**src/rtl/core/md5_pkg.sv**
```systemverilog
package md5_pkg;

  typedef enum logic [2:0] {
    ST_IDLE,
    ST_PAD,
    ST_LOAD,
    ST_RND,
    ST_FOLD,
    ST_EMIT
  } state_t;

  localparam logic       FUNC_ABSORB = 1'b0;

  localparam logic [31:0] INIT_A = 32'h67452301;
  localparam logic [31:0] INIT_B = 32'hefcdab89;
  localparam logic [31:0] INIT_C = 32'h98badcfe;
  localparam logic [31:0] INIT_D = 32'h10325476;

  localparam logic [7:0] PAD_BYTE   = 8'h80;
  localparam logic [5:0] LEN_POS    = 6'd56;
  localparam logic [5:0] LAST_POS   = 6'h3f;
  localparam logic [5:0] LAST_ROUND = 6'd63;
  localparam logic [3:0] LAST_WORD  = 4'd15;
  localparam logic [1:0] LAST_IDX   = 2'd3;

  localparam logic [31:0] ROUND_K [64] = '{
    32'hd76aa478, 32'he8c7b756, 32'h242070db, 32'hc1bdceee,
    32'hf57c0faf, 32'h4787c62a, 32'ha8304613, 32'hfd469501,
    32'h698098d8, 32'h8b44f7af, 32'hffff5bb1, 32'h895cd7be,
    32'h6b901122, 32'hfd987193, 32'ha679438e, 32'h49b40821,
    32'hf61e2562, 32'hc040b340, 32'h265e5a51, 32'he9b6c7aa,
    32'hd62f105d, 32'h02441453, 32'hd8a1e681, 32'he7d3fbc8,
    32'h21e1cde6, 32'hc33707d6, 32'hf4d50d87, 32'h455a14ed,
    32'ha9e3e905, 32'hfcefa3f8, 32'h676f02d9, 32'h8d2a4c8a,
    32'hfffa3942, 32'h8771f681, 32'h6d9d6122, 32'hfde5380c,
    32'ha4beea44, 32'h4bdecfa9, 32'hf6bb4b60, 32'hbebfbc70,
    32'h289b7ec6, 32'heaa127fa, 32'hd4ef3085, 32'h04881d05,
    32'hd9d4d039, 32'he6db99e5, 32'h1fa27cf8, 32'hc4ac5665,
    32'hf4292244, 32'h432aff97, 32'hab9423a7, 32'hfc93a039,
    32'h655b59c3, 32'h8f0ccc92, 32'hffeff47d, 32'h85845dd1,
    32'h6fa87e4f, 32'hfe2ce6e0, 32'ha3014314, 32'h4e0811a1,
    32'hf7537e82, 32'hbd3af235, 32'h2ad7d2bb, 32'heb86d391
  };

  localparam logic [4:0] ROUND_S [16] = '{
    5'd7, 5'd12, 5'd17, 5'd22, 5'd5, 5'd9, 5'd14, 5'd20,
    5'd4, 5'd11, 5'd16, 5'd23, 5'd6, 5'd10, 5'd15, 5'd21
  };

  typedef struct packed {
    logic       init;
    logic       load;
    logic       sum_en;
    logic       step_en;
    logic       fold;
    logic [5:0] rnd;
  } rnd_ctrl_t;

  typedef struct packed {
    logic       byte_we;
    logic       pad_we;
    logic       second;
    logic [3:0] pad_addr;
    logic [5:0] rnd;
  } buf_ctrl_t;

  function automatic logic [3:0] msg_index(input logic [5:0] i);
    logic [3:0] lo;
    lo = i[3:0];
    case (i[5:4])
      2'd0:    return lo;
      2'd1:    return 4'(lo * 4'd5 + 4'd1);
      2'd2:    return 4'(lo * 4'd3 + 4'd5);
      default: return 4'(lo * 4'd7);
    endcase
  endfunction

  function automatic logic [31:0] round_f(input logic [1:0] grp, input logic [31:0] b,
                                          input logic [31:0] c, input logic [31:0] d);
    case (grp)
      2'd0:    return d ^ (b & (c ^ d));
      2'd1:    return c ^ (d & (b ^ c));
      2'd2:    return b ^ c ^ d;
      default: return c ^ (b | ~d);
    endcase
  endfunction

  function automatic logic [31:0] rotl32(input logic [31:0] v, input logic [4:0] s);
    logic [63:0] t;
    t = {v, v} << s;
    return t[63:32];
  endfunction

endpackage

```
**src/rtl/core/md5_msg_buf.sv**
```systemverilog
module md5_msg_buf (
  input  logic                 clk,
  input  md5_pkg::buf_ctrl_t   ctrl,
  input  logic [5:0]           pos,
  input  logic [7:0]           data_byte,
  input  logic [63:0]          bit_len,
  output logic [31:0]          rd_word
);

  logic [3:0][7:0] mem_r [16];
  logic [31:0]     rd_word_r;
  logic [3:0]      lane_we;
  logic [3:0][7:0] lane_data;
  logic [31:0]     len_word;
  logic            len_zone;
  logic [5:0]      idx [4];

  assign len_word = ctrl.pad_addr[0] ? bit_len[63:32] : bit_len[31:0];
  assign len_zone = (ctrl.pad_addr[3:1] == 3'b111);

  always_comb begin
    for (int j = 0; j < 4; j++) begin
      idx[j] = {ctrl.pad_addr, 2'(j)};
      if (ctrl.second) begin
        lane_we[j]   = 1'b1;
        lane_data[j] = len_zone ? len_word[8*j +: 8] : 8'h00;
      end else if (idx[j] < pos) begin
        lane_we[j]   = 1'b0;
        lane_data[j] = 8'h00;
      end else if (idx[j] == pos) begin
        lane_we[j]   = 1'b1;
        lane_data[j] = md5_pkg::PAD_BYTE;
      end else begin
        lane_we[j]   = 1'b1;
        lane_data[j] = (len_zone && pos < md5_pkg::LEN_POS) ? len_word[8*j +: 8] : 8'h00;
      end
    end
  end

  always_ff @(posedge clk) begin
    if (ctrl.byte_we) begin
      mem_r[pos[5:2]][pos[1:0]] <= data_byte;
    end else if (ctrl.pad_we) begin
      for (int j = 0; j < 4; j++) begin
        if (lane_we[j]) begin
          mem_r[ctrl.pad_addr][j] <= lane_data[j];
        end
      end
    end
  end

  always_ff @(posedge clk) begin
    rd_word_r <= mem_r[md5_pkg::msg_index(ctrl.rnd)];
  end

  assign rd_word = rd_word_r;

endmodule

```
**src/rtl/core/md5_round_unit.sv**
```systemverilog
module md5_round_unit (
  input  logic                 clk,
  input  logic                 rst_n,
  input  md5_pkg::rnd_ctrl_t   ctrl,
  input  logic [31:0]          msg_word,
  output logic [3:0][31:0]     chain
);

  logic [3:0][31:0] chain_r;
  logic [31:0]      a_r, b_r, c_r, d_r, sum_r;
  logic [31:0]      f_val;
  logic [4:0]       s_amt;

  assign f_val = md5_pkg::round_f(ctrl.rnd[5:4], b_r, c_r, d_r);
  assign s_amt = md5_pkg::ROUND_S[{ctrl.rnd[5:4], ctrl.rnd[1:0]}];

  always_ff @(posedge clk) begin
    if (!rst_n || ctrl.init) begin
      chain_r[0] <= md5_pkg::INIT_A;
      chain_r[1] <= md5_pkg::INIT_B;
      chain_r[2] <= md5_pkg::INIT_C;
      chain_r[3] <= md5_pkg::INIT_D;
    end else if (ctrl.fold) begin
      chain_r[0] <= chain_r[0] + a_r;
      chain_r[1] <= chain_r[1] + b_r;
      chain_r[2] <= chain_r[2] + c_r;
      chain_r[3] <= chain_r[3] + d_r;
    end
  end

  always_ff @(posedge clk) begin
    if (ctrl.load) begin
      a_r <= chain_r[0];
      b_r <= chain_r[1];
      c_r <= chain_r[2];
      d_r <= chain_r[3];
    end else if (ctrl.sum_en) begin
      sum_r <= a_r + md5_pkg::ROUND_K[ctrl.rnd] + msg_word;
    end else if (ctrl.step_en) begin
      a_r <= d_r;
      d_r <= c_r;
      c_r <= b_r;
      b_r <= b_r + md5_pkg::rotl32(sum_r + f_val, s_amt);
    end
  end

  assign chain = chain_r;

endmodule

```
**src/rtl/core/md5_digest_engine.sv**
```systemverilog
// MD5 digest engine over a byte stream.
// Input channel (in_valid/in_ready): one beat carries in_func and in_data_byte.
//   in_func = 0 absorbs in_data_byte; in_func = 1 finalizes the message.
// Output channel (out_valid/out_ready): four beats per finalize, digest words
//   A, B, C, D with out_word_index 0..3 and out_last_word on D.
// Absorb: each beat is taken while the engine idles, except that the beat that fills the
//   64-byte block then holds in_ready low while the block
//   is compressed (a load step, 64 rounds of two phases each, sum then
//   step, then a fold step).
// Finalize: the 16 block words are padded, then one compression runs; with
//   56 or more bytes pending a second padded block follows. The digest
//   beats then go out one per cycle while out_ready is high.
// Stall: out_valid and the digest beat hold until out_ready; no input is
//   taken while digest beats are pending. After the last beat the chaining
//   words and byte count return to their initial values.
// Reset (rst_n low, synchronous): engine idles with initial chaining words
//   and a zero byte count; block buffer contents are left as they are.
module md5_digest_engine (
  input  logic        clk,
  input  logic        rst_n,
  input  logic        in_valid,
  output logic        in_ready,
  input  logic        in_func,
  input  logic [7:0]  in_data_byte,
  output logic        out_valid,
  input  logic        out_ready,
  output logic [31:0] out_digest_word,
  output logic [1:0]  out_word_index,
  output logic        out_last_word
);

  md5_pkg::state_t    state_r, state_nxt;
  logic               fin_r, fin_nxt;
  logic               spill_r, spill_nxt;
  logic [3:0]         cnt_r, cnt_nxt;
  logic [5:0]         rnd_r, rnd_nxt;
  logic               ph_r, ph_nxt;
  logic [1:0]         idx_r, idx_nxt;
  logic [60:0]        total_r, total_nxt;
  logic [5:0]         pos;
  logic [31:0]        msg_word;
  logic [3:0][31:0]   chain;
  md5_pkg::rnd_ctrl_t rc;
  md5_pkg::buf_ctrl_t bc;

  assign pos = total_r[5:0];

  md5_msg_buf u_buf (
    .clk       (clk),
    .ctrl      (bc),
    .pos       (pos),
    .data_byte (in_data_byte),
    .bit_len   ({total_r, 3'b000}),
    .rd_word   (msg_word)
  );

  md5_round_unit u_rnd (
    .clk      (clk),
    .rst_n    (rst_n),
    .ctrl     (rc),
    .msg_word (msg_word),
    .chain    (chain)
  );

  always_ff @(posedge clk) begin
    if (!rst_n) begin
      state_r <= md5_pkg::ST_IDLE;
      fin_r   <= 1'b0;
      spill_r <= 1'b0;
      cnt_r   <= '0;
      rnd_r   <= '0;
      ph_r    <= 1'b0;
      idx_r   <= '0;
      total_r <= '0;
    end else begin
      state_r <= state_nxt;
      fin_r   <= fin_nxt;
      spill_r <= spill_nxt;
      cnt_r   <= cnt_nxt;
      rnd_r   <= rnd_nxt;
      ph_r    <= ph_nxt;
      idx_r   <= idx_nxt;
      total_r <= total_nxt;
    end
  end

  always_comb begin
    state_nxt   = state_r;
    fin_nxt     = fin_r;
    spill_nxt   = spill_r;
    cnt_nxt     = cnt_r;
    rnd_nxt     = rnd_r;
    ph_nxt      = ph_r;
    idx_nxt     = idx_r;
    total_nxt   = total_r;
    in_ready    = 1'b0;
    out_valid   = 1'b0;
    rc          = '0;
    rc.rnd      = rnd_r;
    bc          = '0;
    bc.pad_addr = cnt_r;
    bc.second   = spill_r;
    case (state_r)
      md5_pkg::ST_IDLE: begin
        in_ready = 1'b1;
        if (in_valid) begin
          if (in_func == md5_pkg::FUNC_ABSORB) begin
            bc.byte_we = 1'b1;
            total_nxt  = total_r + 61'd1;
            if (pos == md5_pkg::LAST_POS) begin
              state_nxt = md5_pkg::ST_LOAD;
            end
          end else begin
            fin_nxt   = 1'b1;
            cnt_nxt   = '0;
            state_nxt = md5_pkg::ST_PAD;
          end
        end
      end
      md5_pkg::ST_PAD: begin
        bc.pad_we = 1'b1;
        cnt_nxt   = cnt_r + 4'd1;
        if (cnt_r == md5_pkg::LAST_WORD) begin
          state_nxt = md5_pkg::ST_LOAD;
        end
      end
      md5_pkg::ST_LOAD: begin
        rc.load   = 1'b1;
        rnd_nxt   = '0;
        ph_nxt    = 1'b0;
        state_nxt = md5_pkg::ST_RND;
      end
      md5_pkg::ST_RND: begin
        if (!ph_r) begin
          rc.sum_en = 1'b1;
          ph_nxt    = 1'b1;
        end else begin
          rc.step_en = 1'b1;
          ph_nxt     = 1'b0;
          rnd_nxt    = rnd_r + 6'd1;
          if (rnd_r == md5_pkg::LAST_ROUND) begin
            state_nxt = md5_pkg::ST_FOLD;
          end
        end
      end
      md5_pkg::ST_FOLD: begin
        rc.fold = 1'b1;
        if (!fin_r) begin
          state_nxt = md5_pkg::ST_IDLE;
        end else if (pos >= md5_pkg::LEN_POS && !spill_r) begin
          spill_nxt = 1'b1;
          cnt_nxt   = '0;
          state_nxt = md5_pkg::ST_PAD;
        end else begin
          idx_nxt   = '0;
          state_nxt = md5_pkg::ST_EMIT;
        end
      end
      md5_pkg::ST_EMIT: begin
        out_valid = 1'b1;
        if (out_ready) begin
          idx_nxt = idx_r + 2'd1;
          if (idx_r == md5_pkg::LAST_IDX) begin
            rc.init   = 1'b1;
            total_nxt = '0;
            fin_nxt   = 1'b0;
            spill_nxt = 1'b0;
            state_nxt = md5_pkg::ST_IDLE;
          end
        end
      end
      default: begin
        state_nxt = md5_pkg::ST_IDLE;
      end
    endcase
    // fetch the message word from the next round index, so the registered read matches rnd_r
    bc.rnd = rnd_nxt;
  end

  assign out_digest_word = chain[idx_r];
  assign out_word_index  = idx_r;
  assign out_last_word   = (idx_r == md5_pkg::LAST_IDX);

endmodule

```
**config.mk**
```make
export PLATFORM = sky130hd
export DESIGN_NAME = md5_digest_engine
export DESIGN_NICKNAME = d
export VERILOG_FILES = /design/src/rtl/core/md5_pkg.sv /design/src/rtl/core/md5_msg_buf.sv /design/src/rtl/core/md5_round_unit.sv /design/src/rtl/core/md5_digest_engine.sv
export SDC_FILE = /design/constraint.sdc
export NUM_CORES = 2
export LEC_CHECK = 0
export ABC_CLOCK_PERIOD_IN_PS = 10400
export BUFFER_PORTS_ARGS = -buffer_cell sky130_fd_sc_hd__buf_2
export CORE_UTILIZATION = 35
export CTS_CLUSTER_DIAMETER = 60
export CTS_CLUSTER_SIZE = 16
export DETAILED_ROUTE_END_ITERATION = 10
export GPL_TIMING_DRIVEN = 1
export PLACE_DENSITY = 0.56
export RECOVER_POWER = 50
export SYNTH_ARGS = -nofsm -noshare
export SYNTH_HDL_FRONTEND = slang
export SYNTH_SLANG_ARGS = --single-unit
```
**constraint.sdc**
```tcl
create_clock -name clk -period 10.4 [get_ports clk]
set_input_delay 2.08 -clock clk [delete_from_list [all_inputs] [get_ports clk]]
set_output_delay 2.08 -clock clk [all_outputs]
set_load 0.01 [all_outputs]
```
After elaboration in Yosys (flattened, before gate mapping)
Memories as Yosys holds them, arrays and structs flattened. A register that Yosys moved wholly into a read port is not among the register bits. Index checks and enable logic that the tools add are counted.

$add $sub $neg: 14. $mul: 3. $lt $le $gt $ge: 11. Eq/ne operators: 31. Shifts and indexed selects: 1. Multiplexer cells: 122. Bitwise operators: 13. Reductions and logical operators: 23.

Operators with widths (number): $mux 32 (19); $add 32x32->32 (8); $mux 61 (4); $xor 32x32->32 (6); $mux 8 (21); $pmux 61 s2 (1); $pmux 32 s3 (1); $and 32x32->32 (2); $bmux 32 s2 (1); $shl 64x5->64 (1); $add 61x1->61 const B (1); $mux 1 (44); $not 32->32 (1); $or 32x32->32 (1); $reduce_or 32->1 (1); $mux 3 (10); $eq 6x6->1 (4); $lt 6x6->1 (4); $pmux 4 s3 (2); $ne 2x2->1 const B (11); $mux 4 (5); $reduce_and 5->1 (4); $pmux 3 s6 (1); $demux 8 s2 (1); other kinds (40) (64).

Register bits: 367. RAM bits: 512. ROM bits: 2128. Bits of input ports: 13. Output and inout bits: 37. Word-level logic and storage cells: 238. Memories: 3.

Memories: (no name shown) (depth 64, width 32, rd ports 1, clocked after memory_dff 0, wr ports 0, RTL line md5_round_unit.sv:38) `sum_r <= a_r + md5_pkg::ROUND_K[ctrl.rnd] + msg_word;`; u_buf.mem_r (depth 16, width 32, rd ports 1, clocked after memory_dff 1, wr ports 1, RTL line md5_msg_buf.sv:10) `logic [3:0][7:0] mem_r [16];`; (no name shown) (depth 16, width 5, rd ports 1, clocked after memory_dff 0, wr ports 0, RTL line md5_round_unit.sv:15) `assign s_amt = md5_pkg::ROUND_S[{ctrl.rnd[5:4], ctrl.rnd[1:0]}];`.

Logic depth before layout (Yosys ltp)
Word-level depth: 10. Gate-level depth with buffers: 35. Mapped depth without buffers: 30.

Modules after synthesis
From an unflattened synthesis, not the netlist that was laid out.

Cell total of the unflattened synthesis: 5858. Area, all modules: 57127.3 um2.

By module, submodules not included: md5_round_unit (instances 1, cells an instance 3650, area each 29314.4 um2, sequential area each 7367.1 um2); md5_msg_buf (instances 1, cells an instance 1652, area each 22955.8 um2, sequential area each 16015.4 um2); md5_digest_engine (instances 1, cells an instance 556, area each 4857.2 um2, sequential area each 1581.5 um2).

Worst setup path after synthesis
OpenSTA, ideal clock, no wires.

Path kind: register to register. From: register rnd_r[4]. To: register u_rnd.b_r[31] (data pin). Library setup time: 0.265 ns. Arrival: 7.710 ns. Required time: 10.135 ns. Path slack: 2.425 ns. Stages on the path, launching flop included: 33. Path buffers: 4. Period minus slack after synthesis: 7.975 ns. Path through: dfxtp_1 -> clkbuf_1 -> clkbuf_1 -> buf_1 -> clkbuf_1 -> xor2_1 -> a21oi_1 -> a31oi_1 -> o221a_2 -> ha_1 -> fa_1 -> nand3_1 -> a211oi_1 -> or2_2 -> o211ai_1 -> a31oi_1 -> xor2_1 -> mux4_2 -> mux2_2 -> mux2i_1 -> mux2i_1 -> ha_1 -> a21o_1 -> or3_1 -> o21a_1 -> a41oi_1 -> o21ba_2 -> o211a_1 -> nor3_1 -> a2111oi_2 -> nor4b_1 -> a221oi_1 -> nand3_1.

Word-level cells in the longest chain between the ends: 9. Elaborated cells on any way between the ends: 14. Classes of those cells: add/sub: 2; eq/ne: 2; shift: 1; mux: 6; bitwise: 1; reduce/logical: 1; memory: 1.

Ends and longest elaborated chain: start, declared (RTL line md5_digest_engine.sv:36) `logic [5:0] rnd_r, rnd_nxt;`; start signal, assigned (RTL line md5_digest_engine.sv:80) `rnd_r <= rnd_nxt;`; branches (longest 4 deep; another with $add 32x32->32); $shl 64x5->64 (*) (RTL line md5_pkg.sv:90) `t = {v, v} << s;`; $add 32x32->32 (*) (RTL line md5_round_unit.sv:43) `b_r <= b_r + md5_pkg::rotl32(sum_r + f_val, s_amt);`; $mux 32 (*) (RTL line md5_round_unit.sv:39) `end else if (ctrl.step_en) begin`; $mux 32 (*) (RTL line md5_round_unit.sv:37) `end else if (ctrl.sum_en) begin`; $mux 32 (*) (RTL line md5_round_unit.sv:32) `if (ctrl.load) begin`; end signal, assigned (RTL line md5_round_unit.sv:34) `b_r <= chain_r[1];`; end signal, assigned (RTL line md5_round_unit.sv:43); end, declared (RTL line md5_round_unit.sv:10) `logic [31:0] a_r, b_r, c_r, d_r, sum_r;`.

Mark *: on every way between the ends. The select of a mux whose other input is x is not followed. A chain may end at the register's enable or synchronous reset.

Final worst setup path
From: register rnd_r[1]. To: register u_rnd.b_r[31] (data pin).

Word-level cells in the longest chain between the ends: 9.

Ends and longest elaborated chain (RTL line): $not 4->5 (not written as such) (md5_round_unit.sv:15); $mem_v2 16x5; $mux 5 (not written as such) (2 in a row) (md5_round_unit.sv:15); $shl 64x5->64 (md5_pkg.sv:90); $add 32x32->32 (md5_round_unit.sv:43); $mux 32 (md5_round_unit.sv:39); $mux 32 (md5_round_unit.sv:37); $mux 32 (md5_round_unit.sv:32).

No other way between the ends. The select of a mux whose other input is x is not followed.

==> flow_metrics.env <==
export IMPL_ys_ff_latch=911
export IMPL_avgSynthCellArea_um2=10.5
export IMPL_fin_cells=7339
export IMPL_cts_max_path_buffers=3
export IMPL_rows=145
export IMPL_critPathMaxStageDelay_ns=1.09
export IMPL_nFillCells=15352
export IMPL_final_layout_size_suffix_gt1_share_pct=10.8
export IMPL_criticalPathCategory="reg2reg"
export IMPL_cts_tree="done"
export IMPL_dpl_instance_area_um2=57800
export IMPL_synth_distinct_cells=89
export IMPL_ir_worst_vdd_v=0.000159
export IMPL_synth_yosys_seq_area_share_pct=45.0
export IMPL_finalCritPeriodShare_pct=89.1
export IMPL_cap_violations=21
export IMPL_critPathBufInv=5
export IMPL_postRouteAntennaNets=0
export IMPL_cts_sinks=911
export IMPL_vias=42109
export IMPL_chipWidth_um=400
export IMPL_fin_setup_tns_ns=0
export IMPL_layout_commonest_cell="edfxtp_1"
export IMPL_path_clk_slew_ns=0.07
export IMPL_placed_cells=7158
export IMPL_start_util_pct=35.4
export IMPL_skew_ns=0.114
export IMPL_place_hpwl_um=126000
export IMPL_worstHoldPathType="reg2reg"
export IMPL_hp_start="u_rnd.chain[89]$_SDFFE_PP0N_"
export IMPL_crit_start="rnd_r[1]$_SDFF_PN0_"
export IMPL_grt_pass1_vias=39160
export IMPL_hold_violations=0
export IMPL_crit_slowest_cell="clkbuf_1"
export IMPL_grt_setup_unrepaired="no"
export IMPL_drt_wl_total_um=175000
export IMPL_min_period_ns=9.27
export IMPL_max_slew_margin_pct=-354
export IMPL_synth_nets=5594
export IMPL_total_power_mw=13.9
export IMPL_final_max_slew_viol_count=945
export IMPL_cp_top_family="compound AO/OA/AOI/OAI gates"
export IMPL_multi_input_area_um2=28600
export IMPL_vias_per_cell=5.74
export IMPL_grt_max_degree=146
export IMPL_regArea_um2=25000
export IMPL_status="finished with violations"
export IMPL_clock_fmax_ghz=0.108
export IMPL_startpoint_type="register"
export IMPL_portBuffers=49
export IMPL_crit_path_max_fanout=34
export IMPL_setup_viol=0
export IMPL_cts_repair_resize_count=0
export IMPL_regToRegStartpoint="rnd_r[1]$_SDFF_PN0_"
export IMPL_synth_edf_count=672
export IMPL_endpoint_kind="register"
export IMPL_hold_buffers=0
export IMPL_core_area_um2=157000
export IMPL_p_per_area_nw_per_um2=228
export IMPL_critPathMostFrequentCell="clkbuf_1"
export IMPL_syn_area_um2=55500
export IMPL_p_leak_nw=21.6
export IMPL_routedWlPerCell_um=23.9
export IMPL_drtIter0Drc=4402
export IMPL_area_growth_syn_to_layout_pct=9.74
export IMPL_cp_required_ns=10.85
export IMPL_syn_inst=5271
export IMPL_cts_buffers=96
export IMPL_crit_arrival_ns=9.72
export IMPL_post_cts_setup_buffer_count=0
export IMPL_fin_area_um2=60900
export IMPL_final_cell_mix="edfxtp_1, nand2_1, nor2_1, a21oi_1, o21ai_0"
export IMPL_worstSkewPairLatency_ns=0.78
export IMPL_die_h_um=400
export IMPL_drc=0
export IMPL_r2r_slack_ns=1.13
export IMPL_worst_slew_pin_slew_ns=6.81
export IMPL_ys_async_sr_fraction_pct=0
export IMPL_ioPinCount=50
export IMPL_antenna_found_initial=4
export IMPL_gp_congestion=0.936
export IMPL_grt_usage_pct=21.5
export IMPL_cts_root_buf="clkbuf_16"
export IMPL_synth_flop_cell="edfxtp_1"
export IMPL_synth_warnings=0
export IMPL_violations="capacitance limit, slew limit"
export IMPL_grt_pass1_wl_um=260000
export IMPL_nets=5521
export IMPL_gr_total_overflow=0
export IMPL_drtPass1Iterations=6
export IMPL_die_area_um2=160000
export IMPL_cts_max_level=3
power breakdown:
part / internal, mW / switching [mW]
Clock: 1.89 / 1.65
Sequential: 4.40 / 0.380
Combinational: 2.22 / 3.32
Total: 8.52 / 5.36
per-stage QoR:
| step | utilization [%] | hold slack [ns] | worst slack, ns |
|---|---|---|---|
| after global routing | 38.8 | 0.522 | 0.505 |
| after floorplan | - | 0.453 | 2.43 |
| after CTS | 39.0 | 0.491 | 1.70 |
| final | 38.8 | 0.491 | 1.13 |
| after detailed placement | 36.9 | 0.482 | 1.73 |
| after global placement | 36.9 | 0.474 | 1.76 |
worst min-delay path: cells and delay by family, from the launching register on:
family,cells,cell delay (ns)
and+or+nand+nor,1,0.06
DFF,1,0.33
AOI/OAI and AO/OA,1,0.05
synth_stat cells, drive strengths merged, types with 36 or more instances:
library cell	instances	area share [%]
edfxtp	672	36
nand2	480	3.2
nor2	414	2.8
a21oi	369	3.3
o21ai	369	3.3
ha	269	6.1
inv	240	1.6
dfxtp	239	8.6
clkbuf	202	1.4
mux4	170	6.9
nand3	153	1.4
xor2	139	2.2
xnor2	129	2.0
mux2	120	2.4
mux2i	113	2.0
a21o	109	1.5
nor3	101	0.92
a31oi	94	1.1
buf	84	0.68
o211ai	69	0.93
a211oi	62	0.85
and3	46	0.53
o21a	42	0.57
fa	41	1.5
nand2b	41	0.46
or3	36	0.41
per-layer routing:
metal | global-route usage, % | vias up | part of all wire (%) | wire, µm
met3 | 2.88 | 264 | 5.6 | 9770
met4 | 6.08 | 2 | 2.9 | 5080
met2 | 34.3 | 1374 | 46 | 81000
li1 | - | 19598 | - | -
met5 | 0 | - | 0.0074 | 13
met1 | 30.3 | 20871 | 45 | 79300
cell families (layout without fill, tap and decap cells):
kind of cell,count (synthesis),in the layout,synth area share [%]
adder cells (fa/ha/maj),340,340,8.09
buffers and inverters,528,537,3.68
multiplexers,403,403,11.4
AND/OR/NAND/NOR,1442,1442,11.9
XOR/XNOR,268,268,4.23
flip-flops,911,911,45.0
AO/OA/AOI/OAI,1379,1379,15.7
other,0,1,0
final timing paths:
check / end / cells past startpoint
max: u_rnd.b_r[31]$_DFFE_PP_ / 25
min: u_rnd.chain[89]$_SDFFE_PP0N_ / 2
max reg2reg: u_rnd.b_r[31]$_DFFE_PP_ / 25
min reg2reg: u_rnd.chain[89]$_SDFFE_PP0N_ / 2
final cells by class:
| cell class | count | area share [%] |
|---|---|---|
| multi-input combinational | 3832 | 46.9 |
| sequential | 911 | 41.0 |
| tap | 2058 | 4.23 |
| clock buffer | 124 | 4.15 |
| inverter | 242 | 1.49 |
| clock inverter | 56 | 1.17 |
| timing repair buffer | 115 | 0.995 |
| antenna | 1 | 0.00411 |
registers in the layout, indices dropped and copies added, names as in the netlist, 2 cells and up:
signal,flops
u_rnd.b_r,32
u_rnd.chain,128
u_rnd.sum_r,32
total_r,61
u_buf.mem_r,512
state_r,3
cnt_r,4
u_rnd.d_r,32
u_rnd.a_r,32
out_word_index,2
u_rnd.c_r,32
rnd_r,6
u_buf.rd_word,32
Power figures use the tool's default switching activity.
